### src/hw/rtl/mmp_pkg.sv
// Shared constants, types and helpers for the Markov matrix power row block.
package mmp_pkg;

  localparam int unsigned MAX_STATES_DEF = 64;

  localparam int unsigned PROB_W = 32;
  localparam int unsigned NS_W   = 7;
  localparam int unsigned POW_W  = 16;
  localparam int unsigned SS_W   = 6;
  localparam int unsigned TS_W   = 6;

  localparam int unsigned CFG_IDX_W  = 2;
  localparam int unsigned CFG_DATA_W = 16;

  localparam logic [CFG_IDX_W-1:0] CFG_NUM_STATES  = 2'd0;
  localparam logic [CFG_IDX_W-1:0] CFG_POWER       = 2'd1;
  localparam logic [CFG_IDX_W-1:0] CFG_START_STATE = 2'd2;

  localparam logic [NS_W-1:0]  NUM_STATES_RST  = 7'd40;
  localparam logic [POW_W-1:0] POWER_RST       = 16'd2500;
  localparam logic [SS_W-1:0]  START_STATE_RST = 6'd0;

  localparam logic [PROB_W-1:0] ONE_Q31 = 32'h8000_0000;

  // controller -> datapath
  typedef struct packed {
    logic cfg_write;
    logic load;
    logic div_start;
    logic div_step;
    logic copy_init;
    logic copy_issue;
    logic mac_issue;
    logic mac_done;
    logic emit_load;
  } cmd_t;

  // datapath -> controller
  typedef struct packed {
    logic load_last;
    logic div_last;
    logic k_last;
    logic col_last;
    logic pipe_idle;
    logic rem_zero;
    logic rem_one;
    logic out_free;
  } status_t;

  // dimension in use: zero acts as one, clamp at the array size
  function automatic int unsigned dim_in_use(input logic [NS_W-1:0] ns,
                                             input int unsigned max_states);
    int unsigned d;
    d = 32'(ns);
    if (d == 0) d = 1;
    if (d > max_states) d = max_states;
    return d;
  endfunction

endpackage

### src/hw/rtl/mmp_ctrl.sv
// Controller: sequences load, divide, copy, MAC steps and result emission.
module mmp_ctrl (
  input  logic                          clk,
  input  logic                          rst,
  input  logic                          in_valid,
  input  logic                          cfg_valid,
  input  logic [mmp_pkg::CFG_IDX_W-1:0] cfg_index,
  input  mmp_pkg::status_t              status,
  output logic                          in_ready,
  output logic                          cfg_ready,
  output mmp_pkg::cmd_t                 cmd
);

  localparam logic [2:0] S_IDLE    = 3'd0;
  localparam logic [2:0] S_DIV     = 3'd1;
  localparam logic [2:0] S_COPY    = 3'd2;
  localparam logic [2:0] S_CDRAIN  = 3'd3;
  localparam logic [2:0] S_MAC     = 3'd4;
  localparam logic [2:0] S_MDRAIN  = 3'd5;
  localparam logic [2:0] S_EMIT_RD = 3'd6;
  localparam logic [2:0] S_EMIT_LD = 3'd7;

  logic [2:0] state;
  logic [2:0] state_next;

  // config takes priority over a load in the same cycle
  assign cfg_ready = (state == S_IDLE);
  assign in_ready  = (state == S_IDLE) && !cfg_valid;

  always_comb begin
    cmd        = '0;
    state_next = state;
    case (state)
      S_IDLE: begin
        if (cfg_valid) begin
          cmd.cfg_write = 1'b1;
          if (cfg_index == mmp_pkg::CFG_NUM_STATES) begin
            cmd.div_start = 1'b1;
            state_next    = S_DIV;
          end
        end else if (in_valid) begin
          cmd.load = 1'b1;
          if (status.load_last) begin
            cmd.copy_init = 1'b1;
            state_next    = S_COPY;
          end
        end
      end
      S_DIV: begin
        cmd.div_step = 1'b1;
        if (status.div_last) state_next = S_IDLE;
      end
      S_COPY: begin
        cmd.copy_issue = 1'b1;
        if (status.k_last) state_next = S_CDRAIN;
      end
      S_CDRAIN: begin
        if (status.pipe_idle) begin
          state_next = status.rem_zero ? S_EMIT_RD : S_MAC;
        end
      end
      S_MAC: begin
        cmd.mac_issue = 1'b1;
        if (status.k_last && status.col_last) state_next = S_MDRAIN;
      end
      S_MDRAIN: begin
        if (status.pipe_idle) begin
          cmd.mac_done = 1'b1;
          state_next   = status.rem_one ? S_EMIT_RD : S_MAC;
        end
      end
      S_EMIT_RD: begin
        state_next = S_EMIT_LD;
      end
      S_EMIT_LD: begin
        if (status.out_free) begin
          cmd.emit_load = 1'b1;
          state_next    = status.k_last ? S_IDLE : S_EMIT_RD;
        end
      end
      default: begin
        state_next = S_IDLE;
      end
    endcase
  end

  always_ff @(posedge clk) begin
    if (rst) begin
      state <= S_IDLE;
    end else begin
      state <= state_next;
    end
  end

  a_emit_free: assert property (@(posedge clk) disable iff (rst)
    cmd.emit_load |-> status.out_free)
    else $error("output register overwritten");

  a_step_exit: assert property (@(posedge clk) disable iff (rst)
    (state == S_MDRAIN && status.pipe_idle) |=> (state == S_MAC || state == S_EMIT_RD))
    else $error("bad exit from step drain");

  a_load_idle: assert property (@(posedge clk) disable iff (rst)
    (in_valid && in_ready) |-> status.pipe_idle)
    else $error("load while the pipeline is busy");

endmodule

### config.mk
export PLATFORM = sky130hd
export DESIGN_NAME = mmp_ctrl
export DESIGN_NICKNAME = d
export VERILOG_FILES = /design/src/hw/rtl/mmp_pkg.sv /design/src/hw/rtl/mmp_ctrl.sv
export SDC_FILE = /design/constraint.sdc
export NUM_CORES = 1
export LEC_CHECK = 0
export BUFFER_PORTS_ARGS = -buffer_cell sky130_fd_sc_hd__buf_4
export CAP_MARGIN = 20
export CORE_AREA = 3 3 40 42
export CTS_CLUSTER_DIAMETER = 50
export DETAILED_ROUTE_END_ITERATION = 16
export DIE_AREA = 0 0 43 45
export PLACE_DENSITY = 0.67
export SYNTH_ARGS = -nofsm -noshare
export SYNTH_HDL_FRONTEND = slang
export SYNTH_SLANG_ARGS = --single-unit
### constraint.sdc
create_clock -name clk -period 2.85 [get_ports clk]
set_clock_uncertainty 0.1 [all_clocks]
set_input_delay 0.285 -clock clk [delete_from_list [all_inputs] [get_ports clk]]
set_output_delay 0.285 -clock clk [all_outputs]
set_load 0.005 [all_outputs]
* Yosys cells after proc, flatten, opt, wreduce, memory -nomap -nowiden
Cells that the tools add are included.
Storage, ports and cells: bits in registers 3, output and inout bits 11, logic and storage cells 54, input bits 14
Cells by class: multiplexer cells 31, reductions and logical operators 6, equality and inequality tests 16
Operators by type and width (number):
- two-way mux 3 bit | 12
- one-hot mux 3 bit (8 select lines) | 1
- two-way mux 1 bit | 16
- equality test 3 bit, second input constant | 4
- != test 2 bit, second input constant | 6
- AND reduction 9 bit | 1
- equality test 3 x 2 -> 1 bit, second input constant | 2
- != test 3 bit, second input constant | 2
- two-way mux 2 bit | 2
- equality test 3 x 1 -> 1 bit, second input constant | 1
- logical NOT 3 bit | 1
- != test 3 x 2 -> 1 bit, second input constant | 1
- logical AND 1 bit | 2
- logical NOT 2 bit | 1
- logical NOT 1 bit | 1

* Depth between registers and ports, before layout
Gate-level depths: netlist of run 1.
word-level depth 4, mapped depth 5, mapped depth without buffers 4

* Worst setup path before layout of run 1
OpenSTA, ideal clock, no wires.
path type flip-flop to flip-flop, from reg state[1], to reg state[0], required time 2.629 ns, path slack 1.221 ns, library setup time 0.121 ns, stages on the path, launching flop included 6, buffers on the path 1, arrival time 1.408 ns, cell sequence dfxtp_1 -> buf_6 -> xnor2_1 -> nor3_1 -> a2111oi_4 -> mux2_4
On the way: longest elaborated chain between the ends 3, elaborated cells between the ends (all ways) 19, classes of those cells eq/ne: 16; mux: 1; reduce/logical: 2
RTL lines:
- start: declaration | line mmp_ctrl.sv:23 | logic [2:0] state;
- start signal: assignment | line mmp_ctrl.sv:91 | state <= state_next;
- equality test 3 bit, or another cell as far along | line mmp_ctrl.sv:33 | case (state)
- != test 2 bit (no line), or another cell as far along
- AND reduction 9 bit (no line)
Parallel ways exist; a longest one is shown, timed or not. A chain may end at the register's enable or synchronous reset.

==> results.yml, run 1 <==
yosys:
  synth_top_family_by_area: "simple AND/OR/NAND/NOR gates"
  post-synth-top-area-fraction_pct: 16.00
  yosysWarnings: 0
  synth_ff_type: "sky130_fd_sc_hd__dfxtp_1"
  ys_ff_latch: 3
  yosysUniqueCellTypes: 31
  muxShareOfSynthArea_pct: 6.667
  synth_xor_xnor_area_share_pct: 2.333
  post_synth_most_frequent_cells: "sky130_fd_sc_hd__nor3_1, sky130_fd_sc_hd__and2_1, sky130_fd_sc_hd__and3_1, sky130_fd_sc_hd__dfxtp_1, sky130_fd_sc_hd__o21ai_0"
  number_of_nets_produced_by_synthesis: 60
  synth_top_cell_by_area: "sky130_fd_sc_hd__dfxtp_1"
  fraction_of_the_mapped_netlist_area_in_adder_cells_pct: 0
  post_synth_main_area_contributors: "sky130_fd_sc_hd__dfxtp_1, sky130_fd_sc_hd__nor3_1, sky130_fd_sc_hd__a2111oi_4"
  synthesized_area_per_cell_sq_um: 8.160
  syn_inst: 46
  synth_enable_flop_cells: 0
  synth_async_sr_flop_share_pct: 0
  synth-compound-area-share_pct: 27.67
  synth.yosys.seq_area_share_pct: 16.00
  synthSimpleGateAreaFrac_pct: 38.67
  post-synth-top-count-cell: "sky130_fd_sc_hd__nor3_1"
  synth.cell_area_sq_um: 375.4
setup_path:
  arrival_ps: 1570
  worst-r2r-cell-count: 4
  timing.rr.end: "state[0]"
  r2r_setup_slack_ps: 940
  crit_path_start_kind: "flip-flop"
  worst_setup_path_end_kind: "output port"
  startpoint_of_the_most_critical_register_to_register_path: "state[1]"
  cp.required_ps: 2470
  critPathKind: "flip-flop to output port"
  worst_path_maximum_fanout: 17
clocking:
  tritoncts: "done"
  clk_latency_ps: 230
  resize_count_post_cts: 0
  clock_transition_at_the_registers_of_the_reported_paths_ps: 40
  max-clock-path-buffers: 2
  post-cts-setup-buffers: 0
  cts_num_sinks: 3
  cts_max_level: 1
  cts_hold_repair.buffers: 0
  clock-root-buffer: "sky130_fd_sc_hd__clkbuf_4"
  cts_buffers: 3
final_layout:
  finish.cell_count_without_fillers: 85
  num_antenna_cells: 0
  num-nets-final: 85
  max_flop_register: "state"
  seqCellArea_sq_um: 60.06
  top_regs: "state: 3 flops"
  drive_gt1_share_pct: 47.14
  multi_input_area_sq_um: 282.8
  largest_register_ffs: 3
  number_of_fill_cells: 128
  areaGrowthSynthToFinish_pct: 53.33
floorplanning:
  core_region_area_sq_um: 1285
  io-pin-count: 25
  num_rows: 13
  dieArea_sq_um: 1935
  die_x_extent_um: 43
  fp.dieH_um: 45
  start_util_pct: 29.21
timing:
  setup_viol: 0
  highest_clock_frequency_the_design_can_meet_ghz: 0.5107
  rsz0062_at_grt: "no"
  worst_slew_margin_rel_pct: 65.49
  fin_tns_setup_ps: 0
  timing.final.max_slew_violations: 0
  worstMarginPinSlew_ps: 516.9
  layout_worst_path_cycle_share_pct: 68.71
  hold_viol: 0
  period_minus_slack_ps: 1958
global_route:
  groute.layer.met2.usage_pct: 17.66
  grt_util_all_layers_pct: 11.55
  global_route.usage.met3_pct: 5.578
  gr-max-usage-layer: "met2"
  grt_antenna_before_repair: 0
  grt_max_degree: 18
  vias_in_the_first_global_route: 395
  met1_usage_pct: 15.11
  globalRoute.totalOverflow: 0
  grt_first_pass_wirelength_mm: 1.711
outcome:
  status: "finished clean"
min_path:
  hold_path.class: "input pin to flip-flop"
  min_from: "rst"
  holdPathEnd: "state[2]"
  worst_hold_path.num_cells: 2
job:
  drv_cap: 0
drt:
  firstDrtPassIters: 4
  wl_per_cell_um: 12.25
  antenna_left: 0
  number_of_drc_markers_in_iteration_0: 4
  routed-via-count: 420
  drc_errors: 0
  wirelength_mm: 1.041
  viasPerCell: 4.941
placement:
  place_inst: 81
  routabilityCongestion: 0.7348
  placement.io_buffers: 24
pwr:
  power.combinational.fraction_pct: 57.3
  sequential_fraction_of_design_power_pct: 25.3
  pwr_dens_nw_per_um2: 722.2
  max-vdd-ir-drop_uv: 258.5
  switching_share_pct: 39.56
  power.leakage_nw: 0.2556
  cellInternalPower_w: 0.0002512
  power.net_switching_w: 0.0001644
  clockPowerShare_pct: 17.4
## cell families (layout without fill, tap and decap cells)
kind of cell / Yosys count / after routing
xor gates and xnor gates: 1 / 1
buffers and inverters: 6 / 30
and+or+nand+nor: 23 / 23
muxes: 2 / 2
AOI/OAI and AO/OA: 11 / 11
DFF: 3 / 3
## power groups by stage
stage / Sequential [W] / Combinational [W] / Clock (W)
after global placement: 0.000103 / 0.000238 / 0
after global routing: 0.000109 / 0.000263 / 0.0000804
after CTS: 0.000104 / 0.000240 / 0.0000764
after floorplan: 0.0000618 / 0.000198 / 0
final: 0.000105 / 0.000238 / 0.0000725
after detailed placement: 0.000104 / 0.000240 / 0
## final cells by class
cell class	count	share of cell area, %
Clock buffer	4	4.565
Timing Repair Buffer	24	31.30
Multi-Input combinational cell	37	49.13
Inverter	2	1.304
Sequential cell	3	10.43
Tap cell	15	3.261
## critical path, stage by stage (launching register included)
cell,delay (ps)
sky130_fd_sc_hd__dfxtp_1,460
sky130_fd_sc_hd__nor3_1,340
sky130_fd_sc_hd__and2_1,220
sky130_fd_sc_hd__nor3b_1,190
sky130_fd_sc_hd__buf_4,140
## how the worst max path moves through the flow
stage | start | end | cells past startpoint
after floorplan | state[1] | state[0] | 5
after global placement | state[1] | state[0] | 4
after detailed placement | state[1] | state[0] | 4
after CTS | state[1] | cmd[6] | 4
after global routing | state[1] | cmd[6] | 4
final | state[1] | cmd[6] | 4
## per-stage QoR
stage	hold slack (ps)	utilization (%)	total power, W	cell area (sq um)	setup slack (ps)
global placement	388.3	42.75	0.0003406	549.3	1003
CTS	155.2	44.79	0.0004202	575.6	892.6
finish	162.5	44.79	0.0004157	575.6	891.8
global route	153.8	44.79	0.0004528	575.6	693.6
floorplan	257.1	-	0.0002599	375.4	1221
detailed placement	397.5	42.75	0.0003441	549.3	962.2
## cell usage in the layout (no fill, tap or decap), drive strengths merged, types with 2 or more instances in the layout
cell type / count
dfxtp: 3
o21ai: 4
buf: 24
clkbuf: 4
nor3: 6
and3: 3
nor2b: 2
inv: 2
and2: 3
## metal layers
layer | vias to the layer above | wire [um] | share of wire (%)
met3 | 0 | 83 | 8.0
met5 | - | 0 | 0
met4 | 0 | 0 | 0
met2 | 15 | 470 | 45
met1 | 184 | 487 | 47
li1 | 221 | - | -
No activity file was read; power rests on OpenSTA's default activity.
==> run 2: changes to the inputs <==
==> constraint.sdc (replaced) <==
create_clock -name clk -period 2 [get_ports clk]
set_clock_uncertainty 0.1 [all_clocks]
set_input_delay 0.2 -clock clk [delete_from_list [all_inputs] [get_ports clk]]
set_output_delay 0.2 -clock clk [all_outputs]
set_load 0.005 [all_outputs]
==> results.yml, run 2 (same netlist as run 1, synthesis figures left out) <==
drt:
  drc_errors: 0
  number_of_drc_markers_in_iteration_0: 9
  firstDrtPassIters: 2
  antenna_left: 0
  wirelength_mm: 1.016
  wl_per_cell_um: 11.68
  viasPerCell: 4.943
  routed-via-count: 430
global_route:
  globalRoute.totalOverflow: 0
  grt_max_degree: 12
  grt_first_pass_wirelength_mm: 1.807
  vias_in_the_first_global_route: 420
  grt_util_all_layers_pct: 12.22
  grt_antenna_before_repair: 0
placement:
  placed_cell_area_sq_um: 564.3
  placement.io_buffers: 24
  routabilityCongestion: 0.7889
  place_inst: 83
  place_ws_ps: 229.5
  dp_hpwl_um: 843.8
pwr:
  power.net_switching_w: 0.0002387
  max-vdd-ir-drop_uv: 325.8
  switching_share_pct: 39.35
  clockPowerShare_pct: 17.6
  pwr_dens_nw_per_um2: 1027
  sequential_fraction_of_design_power_pct: 22.2
  power.combinational.fraction_pct: 60.2
  power.leakage_nw: 0.2663
  cellInternalPower_w: 0.0003680
timing:
  hold_viol: 0
  worst_slew_margin_rel_pct: 72.76
  period_minus_slack_ps: 1872
  timing.final.max_slew_violations: 0
  fin_tns_setup_ps: 0
  rsz0062_at_grt: "no"
  layout_worst_path_cycle_share_pct: 93.61
  worstMarginPinSlew_ps: 408.0
  postLayoutSetupSlackWorst_ps: 127.9
  highest_clock_frequency_the_design_can_meet_ghz: 0.5341
  setup_viol: 0
clocking:
  clk_latency_ps: 230
  tritoncts: "done"
  cts_num_sinks: 3
  max-clock-path-buffers: 2
  clock_transition_at_the_registers_of_the_reported_paths_ps: 40
  cts_hold_repair.buffers: 0
  cts_max_level: 1
  cts_buffers: 3
  clock-root-buffer: "sky130_fd_sc_hd__clkbuf_4"
  post-cts-setup-buffers: 0
  resize_count_post_cts: 0
floorplanning:
  io-pin-count: 25
  die_x_extent_um: 43
  start_util_pct: 29.21
  fp.dieH_um: 45
  dieArea_sq_um: 1935
  num_rows: 13
  core_region_area_sq_um: 1285
final_layout:
  areaGrowthSynthToFinish_pct: 57.33
  num-nets-final: 87
  finish.instance_area_sq_um: 590.6
  layout.cells.most_common: "sky130_fd_sc_hd__buf_4"
  num_antenna_cells: 0
  drive_gt1_share_pct: 48.61
  top_regs: "state: 3 flops"
  largest_register_ffs: 3
  post-route-util_pct: 45.96
  layout.cells.most_common_list: "sky130_fd_sc_hd__buf_4, sky130_fd_sc_hd__nor3_1"
  max_flop_register: "state"
  finish.cell_count_without_fillers: 87
setup_path:
  worst_setup_path_end_kind: "output port"
  cp.required_ps: 1700
  critPathKind: "flip-flop to output port"
  worst_path_maximum_fanout: 10
  crit_path_start_kind: "flip-flop"
  arrival_ps: 1570
outcome:
  status: "finished clean"
job:
  drv_cap: 0
min_path:
  hold_path.class: "input pin to flip-flop"
==> run 2: changes by cell type in the layout (fill, tap and decap cells not counted) <==
| cell | change |
|---|---|
| sky130_fd_sc_hd__buf_4 | +2 |
==> run 2: final cells by class <==
cell class              count  area (sq um)
clock buffers               4         26.28
repair buffers             26         195.2
well taps                  15         18.77
flip-flops and latches      3         60.06
inverters                   2         7.507
fillers                   136         694.4
multi-input cells          37         282.8
==> run 2: worst max-delay path, stage by stage (launching register included) <==
cell	delay, ps
sky130_fd_sc_hd__dfxtp_1	350
sky130_fd_sc_hd__buf_4	180
sky130_fd_sc_hd__nor3_1	240
sky130_fd_sc_hd__and2_1	230
sky130_fd_sc_hd__nor3b_1	200
sky130_fd_sc_hd__buf_4	140
==> run 2: path summary, 6_finish.rpt <==
check                           slack [ps]        to  depth (start not counted)     start
worst min-delay path                    70  state[2]                          2       rst
worst max register to register         220  state[0]                          4  state[1]
worst max-delay path                   130    cmd[6]                          5  state[2]
worst min register to register         620  state[2]                          2  state[1]
==> run 2: power groups by stage <==
stage / Clock [W] / Sequential, W / Combinational (W)
2_1_floorplan: 0 / 0.0000881 / 0.000282
3_5_place_dp: 0 / 0.000135 / 0.000369
5_1_grt: 0.000119 / 0.000143 / 0.000405
4_1_cts: 0.000115 / 0.000134 / 0.000369
6_report: 0.000107 / 0.000135 / 0.000365
3_3_place_gp: 0 / 0.000133 / 0.000367
==> run 2: stage by stage <==
step	hold WS, ps	power (W)
2_1_floorplan	172.1	0.0003704
3_5_place_dp	311.4	0.0005031
5_1_grt	62.63	0.0006664
4_1_cts	58.98	0.0006176
3_3_place_gp	314.2	0.0005004
6_report	69.31	0.0006067
==> run 2: per-layer routing <==
layer | GRT usage, % | wire (um)
met5 | 0 | 0
met3 | 2.390 | 66
met2 | 20.06 | 500
met1 | 14.87 | 449
met4 | 7.229 | 0
